### src/fsd_pkg.sv
// Package for the firmware status token detector.
// Holds the transaction structs, operation and event codes, and the token text.
// It depends on nothing else.
`timescale 1ns / 1ps
`default_nettype none

package fsd_pkg;

	localparam int WIN_DEPTH = 8;
	localparam int TOK_MAX_LEN = 9;
	localparam int POS_W = 7;
	localparam logic [POS_W-1:0] POS_MAX = '1;

	typedef enum logic [1:0] {
		OP_BYTE      = 2'd0,
		OP_CLEAR_ALL = 2'd1,
		OP_CLEAR_BT  = 2'd2
	} op_t;

	typedef enum logic [2:0] {
		EV_NONE       = 3'd0,
		EV_ASSERT     = 3'd1,
		EV_DUMP_DONE  = 3'd2,
		EV_BSP_READY  = 3'd3,
		EV_WIFI_READY = 3'd4,
		EV_BT_READY   = 3'd5
	} event_t;

	typedef enum logic {
		REG_WATCHED_CHANNEL = 1'b0,
		REG_HEADER_BYTES    = 1'b1
	} reg_idx_t;

	typedef struct packed {
		logic [1:0] op;
		logic [7:0] channel;
		logic [7:0] data_byte;
		logic       last_byte;
	} cmd_t;

	typedef struct packed {
		logic [2:0] event_code;
		logic       message_done;
		logic       bsp_is_ready;
		logic       wifi_is_ready;
		logic       bt_is_ready;
		logic       has_failed;
	} evt_t;

	// Token text, last character in the low byte.
	localparam logic [8*TOK_MAX_LEN-1:0] TOK_ASSERT = 72'("BSPASSERT");
	localparam logic [8*TOK_MAX_LEN-1:0] TOK_DUMP   = 72'("DUMPDONE");
	localparam logic [8*TOK_MAX_LEN-1:0] TOK_TRUNK  = 72'("trunk_W");
	localparam logic [8*TOK_MAX_LEN-1:0] TOK_WIFI   = 72'("WIFIREADY");
	localparam logic [8*TOK_MAX_LEN-1:0] TOK_BT     = 72'("BTREADY");

	localparam logic [3:0] LEN_ASSERT = 4'd9;
	localparam logic [3:0] LEN_DUMP   = 4'd8;
	localparam logic [3:0] LEN_TRUNK  = 4'd7;
	localparam logic [3:0] LEN_WIFI   = 4'd9;
	localparam logic [3:0] LEN_BT     = 4'd7;

	// The window holds the previous body bytes, newest at index zero.
	function automatic logic tok_match(
		input logic [8*TOK_MAX_LEN-1:0] text,
		input logic [3:0]               len,
		input logic [7:0]               cur,
		input logic [WIN_DEPTH-1:0][7:0] win
	);
		logic hit;
		hit = (text[7:0] == cur);
		for (int k = 1; k < TOK_MAX_LEN; k++) begin
			if ((4'(k) < len) && (win[k-1] != text[8*k +: 8])) begin
				hit = 1'b0;
			end
		end
		return hit;
	endfunction

endpackage

`default_nettype wire

### src/firmware_status_token_detector.sv
// Each accepted command transaction passes through the input register and then the result register.
// Throughput: one transaction per cycle; the input register and the result register
// advance together whenever the result register is empty or being taken.
// Reset clears the message state, the status flags and both configuration registers.
// Top level of the firmware status token detector; uses fsd_pkg.
`timescale 1ns / 1ps
`default_nettype none

module firmware_status_token_detector (
	input  wire logic          clk,
	input  wire logic          arst_n,
	input  wire logic          cmd_valid,
	output logic               cmd_ready,
	input  wire fsd_pkg::cmd_t cmd,
	output logic               evt_valid,
	input  wire logic          evt_ready,
	output fsd_pkg::evt_t      evt,
	input  wire logic          psel,
	input  wire logic          penable,
	input  wire logic          pwrite,
	input  wire logic [2:0]    paddr,
	input  wire logic [31:0]   pwdata,
	output logic [31:0]        prdata,
	output logic               pready
);
	import fsd_pkg::*;

	logic                       valid_s1;
	cmd_t                       cmd_s1;
	logic                       advance;
	logic                       proc;
	logic [7:0]                 watched_q;
	logic [5:0]                 header_q;
	logic [WIN_DEPTH-1:0][7:0]  window_q;
	logic [4:0]                 hits_q;
	logic [POS_W-1:0]           pos_q;
	logic [7:0]                 msg_chan_q;
	logic [2:0]                 ready_q;
	logic                       fail_q;
	evt_t                       evt_q;
	logic                       evt_valid_q;

	logic                       first;
	logic                       body;
	logic [WIN_DEPTH-1:0][7:0]  win_eff;
	logic [4:0]                 hits_eff;
	logic [4:0]                 hits_new;
	logic [7:0]                 chan_eff;
	logic [2:0]                 ev;
	logic [2:0]                 ready_d;
	logic                       fail_d;
	logic                       done;
	logic [POS_W-1:0]           pos_d;

	assign advance   = !evt_valid_q || evt_ready;
	assign cmd_ready = !valid_s1 || advance;
	assign proc      = valid_s1 && advance;
	assign pready    = 1'b1;
	assign evt_valid = evt_valid_q;
	assign evt       = evt_q;

	always_comb begin
		prdata = {24'b0, watched_q};
		if (reg_idx_t'(paddr[2]) == REG_HEADER_BYTES) begin
			prdata = {26'b0, header_q};
		end
	end

	always_ff @(posedge clk or negedge arst_n) begin
		if (!arst_n) begin
			watched_q <= '0;
			header_q  <= '0;
		end else if (psel && penable && pwrite) begin
			case (reg_idx_t'(paddr[2]))
				REG_WATCHED_CHANNEL: watched_q <= pwdata[7:0];
				REG_HEADER_BYTES:    header_q  <= pwdata[5:0];
				default:             watched_q <= watched_q;
			endcase
		end
	end

	always_ff @(posedge clk or negedge arst_n) begin
		if (!arst_n) begin
			valid_s1 <= 1'b0;
		end else if (cmd_ready) begin
			valid_s1 <= cmd_valid;
		end
	end

	always_ff @(posedge clk) begin
		if (cmd_ready && cmd_valid) begin
			cmd_s1 <= cmd;
		end
	end

	always_comb begin
		first    = (pos_q == '0);
		body     = (pos_q >= {1'b0, header_q});
		win_eff  = first ? '0 : window_q;
		hits_eff = first ? '0 : hits_q;
		chan_eff = first ? cmd_s1.channel : msg_chan_q;
		hits_new = hits_eff;
		if (body) begin
			hits_new[0] = hits_eff[0] | tok_match(TOK_ASSERT, LEN_ASSERT, cmd_s1.data_byte, win_eff);
			hits_new[1] = hits_eff[1] | tok_match(TOK_DUMP, LEN_DUMP, cmd_s1.data_byte, win_eff);
			hits_new[2] = hits_eff[2] | tok_match(TOK_TRUNK, LEN_TRUNK, cmd_s1.data_byte, win_eff);
			hits_new[3] = hits_eff[3] | tok_match(TOK_WIFI, LEN_WIFI, cmd_s1.data_byte, win_eff);
			hits_new[4] = hits_eff[4] | tok_match(TOK_BT, LEN_BT, cmd_s1.data_byte, win_eff);
		end
		pos_d = (pos_q == POS_MAX) ? POS_MAX : pos_q + 1'b1;
		if (cmd_s1.last_byte) begin
			pos_d = '0;
		end
		ev      = EV_NONE;
		ready_d = ready_q;
		fail_d  = fail_q;
		done    = 1'b0;
		case (op_t'(cmd_s1.op))
			OP_CLEAR_ALL: begin
				ready_d = '0;
				fail_d  = 1'b0;
			end
			OP_CLEAR_BT: begin
				ready_d[2] = 1'b0;
			end
			OP_BYTE: begin
				if (cmd_s1.last_byte) begin
					done = 1'b1;
					if (chan_eff == watched_q) begin
						if (hits_new[0]) begin
							ev = EV_ASSERT;
						end else if (hits_new[1]) begin
							ev = EV_DUMP_DONE;
						end else if (hits_new[2]) begin
							ev = EV_BSP_READY;
						end else if (hits_new[3]) begin
							ev = EV_WIFI_READY;
						end else if (hits_new[4]) begin
							ev = EV_BT_READY;
						end
						if (hits_new[1:0] != '0) begin
							fail_d = 1'b1;
						end else if (hits_new[2]) begin
							ready_d[0] = 1'b1;
						end else if (hits_new[3]) begin
							ready_d[1] = 1'b1;
						end else if (hits_new[4]) begin
							ready_d[2] = 1'b1;
						end
					end
				end
			end
			default: begin
				ev = EV_NONE;
			end
		endcase
	end

	always_ff @(posedge clk or negedge arst_n) begin
		if (!arst_n) begin
			window_q    <= '0;
			hits_q      <= '0;
			pos_q       <= '0;
			msg_chan_q  <= '0;
			ready_q     <= '0;
			fail_q      <= 1'b0;
			evt_valid_q <= 1'b0;
		end else if (advance) begin
			evt_valid_q <= valid_s1;
			if (valid_s1) begin
				ready_q <= ready_d;
				fail_q  <= fail_d;
				if (op_t'(cmd_s1.op) == OP_BYTE) begin
					hits_q     <= hits_new;
					pos_q      <= pos_d;
					msg_chan_q <= chan_eff;
					window_q   <= body ? {win_eff[WIN_DEPTH-2:0], cmd_s1.data_byte} : win_eff;
				end
			end
		end
	end

	always_ff @(posedge clk) begin
		if (proc) begin
			evt_q.event_code    <= ev;
			evt_q.message_done  <= done;
			evt_q.bsp_is_ready  <= ready_d[0];
			evt_q.wifi_is_ready <= ready_d[1];
			evt_q.bt_is_ready   <= ready_d[2];
			evt_q.has_failed    <= fail_d;
		end
	end

	a_clear_all: assert property (@(posedge clk) disable iff (!arst_n)
		proc && (op_t'(cmd_s1.op) == OP_CLEAR_ALL) |=> (ready_q == '0) && !fail_q)
		else $error("clear-all transaction left a status flag set");

	a_pos_reset: assert property (@(posedge clk) disable iff (!arst_n)
		proc && (op_t'(cmd_s1.op) == OP_BYTE) && cmd_s1.last_byte |=> (pos_q == '0))
		else $error("byte position not restarted after a last byte");

	a_event_done: assert property (@(posedge clk) disable iff (!arst_n)
		evt_valid_q && (evt_q.event_code != EV_NONE) |-> evt_q.message_done)
		else $error("event reported on a transaction that ended no message");

	a_fail_flag: assert property (@(posedge clk) disable iff (!arst_n)
		evt_valid_q && ((evt_q.event_code == EV_ASSERT) || (evt_q.event_code == EV_DUMP_DONE))
		|-> evt_q.has_failed)
		else $error("failure event without failure flag");

endmodule

`default_nettype wire

### config.mk
export PLATFORM = sky130hd
export DESIGN_NAME = firmware_status_token_detector
export DESIGN_NICKNAME = d
export VERILOG_FILES = /design/src/fsd_pkg.sv /design/src/firmware_status_token_detector.sv
export SDC_FILE = /design/constraint.sdc
export NUM_CORES = 1
export LEC_CHECK = 0
export ABC_CLOCK_PERIOD_IN_PS = 3300
export BUFFER_PORTS_ARGS = -buffer_cell sky130_fd_sc_hd__buf_2
export CAP_MARGIN = 20
export CELL_PAD_IN_SITES_DETAIL_PLACEMENT = 0
export CELL_PAD_IN_SITES_GLOBAL_PLACEMENT = 1
export CORE_MARGIN = 10
export CORE_UTILIZATION = 45
export DETAILED_ROUTE_END_ITERATION = 8
export PLACE_DENSITY = 0.92
export SYNTH_ARGS = -nofsm -noshare
export SYNTH_HDL_FRONTEND = slang
export SYNTH_SLANG_ARGS = --single-unit
### constraint.sdc
create_clock -name clk -period 3.3 [get_ports clk]
set_input_delay 0.66 -clock clk [delete_from_list [all_inputs] [get_ports clk]]
set_output_delay 0.66 -clock clk [all_outputs]
set_load 0.02 [all_outputs]
# == Word-level counts from Yosys, hierarchy flattened ==
# Cells that the tools add are included.
# Widths: inputs -> output; s select.
# classes
n_addsub,1
mul,0
div_mod_pow,0
magnitude_cmp,1
n_eq_ne,39
shifts,0
muxes,64
bitwise,9
n_reduce_logical,19
# op_table
op,n
$ne 8x7->1 const B,31
$mux 64,2
$mux 1,45
$eq 7x8->1 const A,4
$mux 8,2
$mux 3,5
$mux 7,2
$mux 5,2
$eq 8x8->1,1
$add 7x1->7 const B,1
$eq 7x7->1 const B,1
$ge 7x6->1,1
$logic_not 7->1,1
$mux 2,3
$reduce_and 2->1,3
$reduce_and 3->1,2
$reduce_or 6->1,1
$or 1x1->1,5
$logic_and 1x1->1,4
$not 1->1,4
$pmux 1 s2,2
$pmux 2 s2,1
$reduce_or 4->1,1
$eq 2x1->1 const B,1
other kinds (6),8
# word_totals
register_bits,131
latch_bits,0
ram_bits,0
rom_bits,0
input_bits,61
output_inout_bits,43
n_memories,0

# == Logic depth before layout (Yosys ltp) ==
# depth
word_depth,21
depth_mapped,11
depth_no_buf,10

# == Worst setup path before layout ==
# OpenSTA, ideal clock, no wires.
# synth_timing
path_type,register to register
from,register pos_q[0]
to,"register evt_q, in the netlist evt[0] (data pin)"
setup_ps,258
arrival_time_ps,2349
required_ps,3042
setup_slack_ps,694
stages_incl_launch_ff,12
period_less_slack_ps,2606
cell_sequence,dfrtp_1 inv_1 ha_1 or4b_4 nor3_4 buf_6 mux2_2 o22ai_2 a211oi_4 and4b_1 a21oi_1 nor2_1
# synth_between
elab_chain_len,19
elab_cells_between_ends,46
classes_between,1 x order compare; 16 x eq/ne; 25 x mux; 2 x bitwise; 2 x reduce/logical
# synth_lines
element,line_no,source
start: declaration,firmware_status_token_detector.sv:36,logic [POS_W-1:0] pos_q;
start signal: assignment,firmware_status_token_detector.sv:175,pos_q <= pos_d;
$logic_not 7->1,firmware_status_token_detector.sv:97,first = (pos_q == '0);
$mux 64,firmware_status_token_detector.sv:99,win_eff = first ? '0 : window_q;
$ne 8x7->1,fsd_pkg.sv:73,if ((4'(k) < len) && (win[k-1] != text[8*k +: 8])) begin
$mux 1 (8 in series),fsd_pkg.sv:73,
$mux 1,firmware_status_token_detector.sv:103,if (body) begin
$or 1x1->1,firmware_status_token_detector.sv:104,"hits_new[0] = hits_eff[0] | tok_match(TOK_ASSERT, LEN_ASSERT, cmd_s1.data_byte, win_eff);"
$mux 5,firmware_status_token_detector.sv:103,
$reduce_bool 2->1,firmware_status_token_detector.sv:141,if (hits_new[1:0] != '0) begin
$mux 1,firmware_status_token_detector.sv:141,
$mux 1 (*),firmware_status_token_detector.sv:129,if (chan_eff == watched_q) begin
$mux 1 (*),firmware_status_token_detector.sv:127,if (cmd_s1.last_byte) begin
$pmux 1 s2 (*),firmware_status_token_detector.sv:118,case (op_t'(cmd_s1.op))
via fail_d,firmware_status_token_detector.sv:51,logic fail_d;
end: declaration,firmware_status_token_detector.sv:40,evt_t evt_q;
# The timed path passes the listed nets; every way through them passes the cells marked *. The select of a mux whose other input is x is not followed.
# A chain may end at the register's enable or synchronous reset.

# == Worst setup path in the final report ==
# layout_timing
from,register pos_q[0]
to,"register evt_q, in the netlist evt[1] (data pin)"
# layout_between
elab_chain_len,20
elab_cells_between_ends,87
classes_between,1 x order compare; 32 x eq/ne; 47 x mux; 5 x bitwise; 2 x reduce/logical
# layout_lines
element,line_no,source
$logic_not 7->1,firmware_status_token_detector.sv:97,
$mux 64,firmware_status_token_detector.sv:99,
$ne 8x7->1,fsd_pkg.sv:73,
$mux 1 (8 in series),fsd_pkg.sv:73,
$mux 1,firmware_status_token_detector.sv:103,
$or 1x1->1,firmware_status_token_detector.sv:107,"hits_new[3] = hits_eff[3] | tok_match(TOK_WIFI, LEN_WIFI, cmd_s1.data_byte, win_eff);"
$mux 5,firmware_status_token_detector.sv:103,
$mux 1,firmware_status_token_detector.sv:145,end else if (hits_new[3]) begin
$mux 2,firmware_status_token_detector.sv:143,end else if (hits_new[2]) begin
$mux 3,firmware_status_token_detector.sv:141,
$mux 3 (*),firmware_status_token_detector.sv:129,
$mux 3 (*),firmware_status_token_detector.sv:127,
$pmux 1 s2 (*),firmware_status_token_detector.sv:118,
via ready_d[2],firmware_status_token_detector.sv:50,logic [2:0] ready_d;
# Marked as above.

==> results.md <==
* Vias per inst at about 5.7
* RD Place Congestion at 0.8996
* Final wirelength at 13320 µm
* Clock Latency Late Sink at just over 0.4 ns
* Cells after synthesis at ~500
* #FFs+latches synth at ~130
* Ys async rst share at 79.39%
* Main combinational cell family by area after synthesis: compound AO/OA/AOI/OAI gates
* Clock skew at a little over 0.008 ns
* Mapped cell area at just over 0.006 mm²
* Final setup violation count at 0
* Total Neg Setup Slack at 0 ns
* Sequential area share after synthesis at about 56%
* DR vias at ~4200
* # resized after CTS at 0
* Crit path DAT at 3.32 ns
* Die Span X at about 140 µm
* Placed cell count at between 700 and 800
* CP startpoint kind: flip-flop
* Cts bufs inserted at 17
* Non-Filler Instances at approximately 730
* Status: completed
* Reg2reg end: evt[1]
* Synth unique cells at 68
* Tcrit/Tclk final at around 92%
* CTS root buffer: clkbuf_16
* Nets@finish at around 600
* Yosys warns at 0
* Post-CTS setup buffer count at 0
* Max Cap Viol at 0
* Largest net degree at the start of global routing at 65
* Antenna fix cells at 0
* CP Class: flip-flop to flip-flop
* Min Tclk post-route at between 3 and 4 ns
* Fin. max-slew vios at 0
* Placement Cell Area at about 0.0065 mm²
* Die Span Y at ~140 µm
* Final Hold Viols at 0
* Crit Path Max Fanout at 5
* Fraction of the mapped netlist area in simple logic gates at between 10% and 20%
* Crit. End Element: flip-flop
* CTS tree: done
* Clock H-tree levels at 4
* Pre-antenna DRT Iters at 5
* CP cell instances: inv_1 > ha_1 > nand2b_1 > a2111oi_0 > o21ai_0 > and3_1 > a22oi_1 > inv_1 > nor4b_4 > a21o_1
* Starting DRT DRC Count at approximately 420
* Power Density at 660.7 mW/mm²
* CTS max path bufs at 2
* Peak VDD IR at between 0.0003 and 0.0004 V
* Max Clk Rate at 0.3293 GHz
* R2R setup slack at between 0.2 and 0.3 ns
* Compound-Gate Fraction of Synth Area at 15.73%
* Worst Tran Pin Value at about 0.91 ns
* GRT Residual Overflow at 0
* Post-synth EDFFs at 27
* Final routed DRC violation total at 0
* Wire length per cell at between 15 and 20 µm
* Core Area at approximately 0.013 mm²
* TritonCTS Sinks at approximately 130
* Mux contribution to synthesized area at 5.352%
* Die Area at 0.01849 mm²
* Hpwl dp at about 9100 µm
* Avg Inst Size Synth at roughly 12 µm²
* Number of global-route vias before repair at ~4300
* I/O pins at between 100 and 150
* Main synth FF type: dfrtp_1
* Adder-cell share of the synthesized area at under 10%
* Antenna viol nets, final at 0
* Pleak at 3.113 nW
* Clock transition at path regs at approximately 0.060 ns
* Hold buffer count at CTS at 0
* Worst reg2reg path depth at 10
* Post-route cell area at approximately 0.0070 mm²
* Most frequent CP cell: inv_1
* First-pass GRT wire length at between 20000 and 25000 µm
* Row Count at between 40 and 50
* Most frequent cells in the layout: dfrtp_1 (104), a22o_1 (65), buf_2 (51)
* Synth Area in XOR/XNOR at about 1.3%
* Tot GR Track Use at 14.72%
* Commonest non-fill, non-tap cell in the layout: dfrtp_1
* Worst reg2reg startpoint: pos_q[0]
* Relative slew slack at between 30% and 40%
* Worst Path Required at between 3 and 4 ns
* Hold Path Class: input pin to asynchronous set/reset pin
* Port Buffer Count at 52
* Initial antenna violation count at 0
* Starting Density at a little under half
* Share of cells above drive strength 1 at 24.37%
* Crit-path slowest cell: a2111oi_0
* Critical path's largest stage delay at between 0.4 and 0.5 ns
* Layout area overhead at 16.30%
* Fillers at 1115
* Power Total at about 4.7 mW
* Unrepaired setup endpoints after global routing: false
[worst max-delay path: cells and delay by family (launching register included)]
kind	cells	cell delay [ns]
buffers and inverters	2	0.33
AO/OA/AOI/OAI	4	1.22
adder cells (fa/ha/maj)	1	0.23
flip-flops	1	0.41
AND/OR/NAND/NOR	3	0.72
[synthesized netlist by cell type, drive strengths merged, types with 8 or more instances]
cell type	instances	share of area, %
nand2b	8	0.83
a21oi	13	1.1
nand2	23	1.5
nor3	9	0.93
buf	28	3.4
nor2	9	0.60
nor4	8	0.93
o21ai	15	1.2
nand4	8	0.83
edfxtp	27	13
dfrtp	104	43
nand3	12	0.99
inv	18	1.1
a22o	65	9.4
clkbuf	15	0.93
nor4b	10	1.7
ha	8	1.7
mux2	27	5.0
nand4b	8	1.4
[cells by family after synthesis]
| logic type | count (synthesis) |
|---|---|
| other | 2 |
| adder cells (fa/ha/maj) | 8 |
| AO/OA/AOI/OAI | 118 |
| multiplexers | 29 |
| XOR/XNOR | 9 |
| buffers and inverters | 61 |
| flip-flops | 131 |
| AND/OR/NAND/NOR | 128 |
[routing by layer]
| metal | global-route usage [%] | up-vias | part of all wire (%) |
|---|---|---|---|
| met3 | 4.059 | 15 | 6.7 |
| met5 | 0 | - | 0 |
| li1 | - | 1919 | - |
| met1 | 19.76 | 2091 | 45 |
| met2 | 22.17 | 190 | 47 |
| met4 | 5.621 | 0 | 1.5 |
[worst max-delay path by stage]
stage | start | slack, ns | to
floorplan | pos_q[0] | 0.69 | evt[0]
global placement | pos_q[0] | 0.30 | evt[1]
detailed placement | pos_q[0] | 0.22 | evt[1]
finish | pos_q[0] | 0.26 | evt[1]
global route | pos_q[0] | 0.05 | evt[1]
CTS | pos_q[0] | 0.19 | evt[1]
[flip-flops by register name (all words and copies together) (netlist names)]
| register | cells |
|---|---|
| ready_q | 3 |
| valid_s1 | 1 |
| hits_q | 5 |
| watched_q | 8 |
| msg_chan_q | 8 |
| fail_q | 1 |
| window_q | 64 |
| pos_q | 7 |
| evt | 8 |
| cmd_s1 | 19 |
| header_q | 6 |
| evt_valid | 1 |
[cell type report]
type / count / area [µm²] / area share (%)
Clock buffer: 19 / 442.9 / 6.290
Inverter: 18 / 67.56 / 0.9595
Timing Repair Buffer: 60 / 347.8 / 4.940
Multi-Input combinational cell: 317 / 2415 / 34.29
Sequential cell: 131 / 3413 / 48.47
Tap cell: 176 / 220.2 / 3.127
Clock inverter: 13 / 135.1 / 1.919
[power by group]
group / switching, mW / internal, mW / total [mW]
logic: 0.438 / 0.358 / 0.796
clock network: 0.696 / 1.13 / 1.82
registers: 0.185 / 1.85 / 2.03
total: 1.32 / 3.33 / 4.65
[stage by stage]
step                setup WS, ns  utilization, %  hold slack, ns
finish                    0.2634           53.39          0.2793
global route             0.04599           53.39          0.3328
CTS                       0.1936           53.33          0.2961
detailed placement        0.2224           48.95          0.4776
global placement          0.2985           48.95          0.4701
floorplan                 0.6937               -          0.3644
Note: power is estimated with default switching activity, not from simulation.
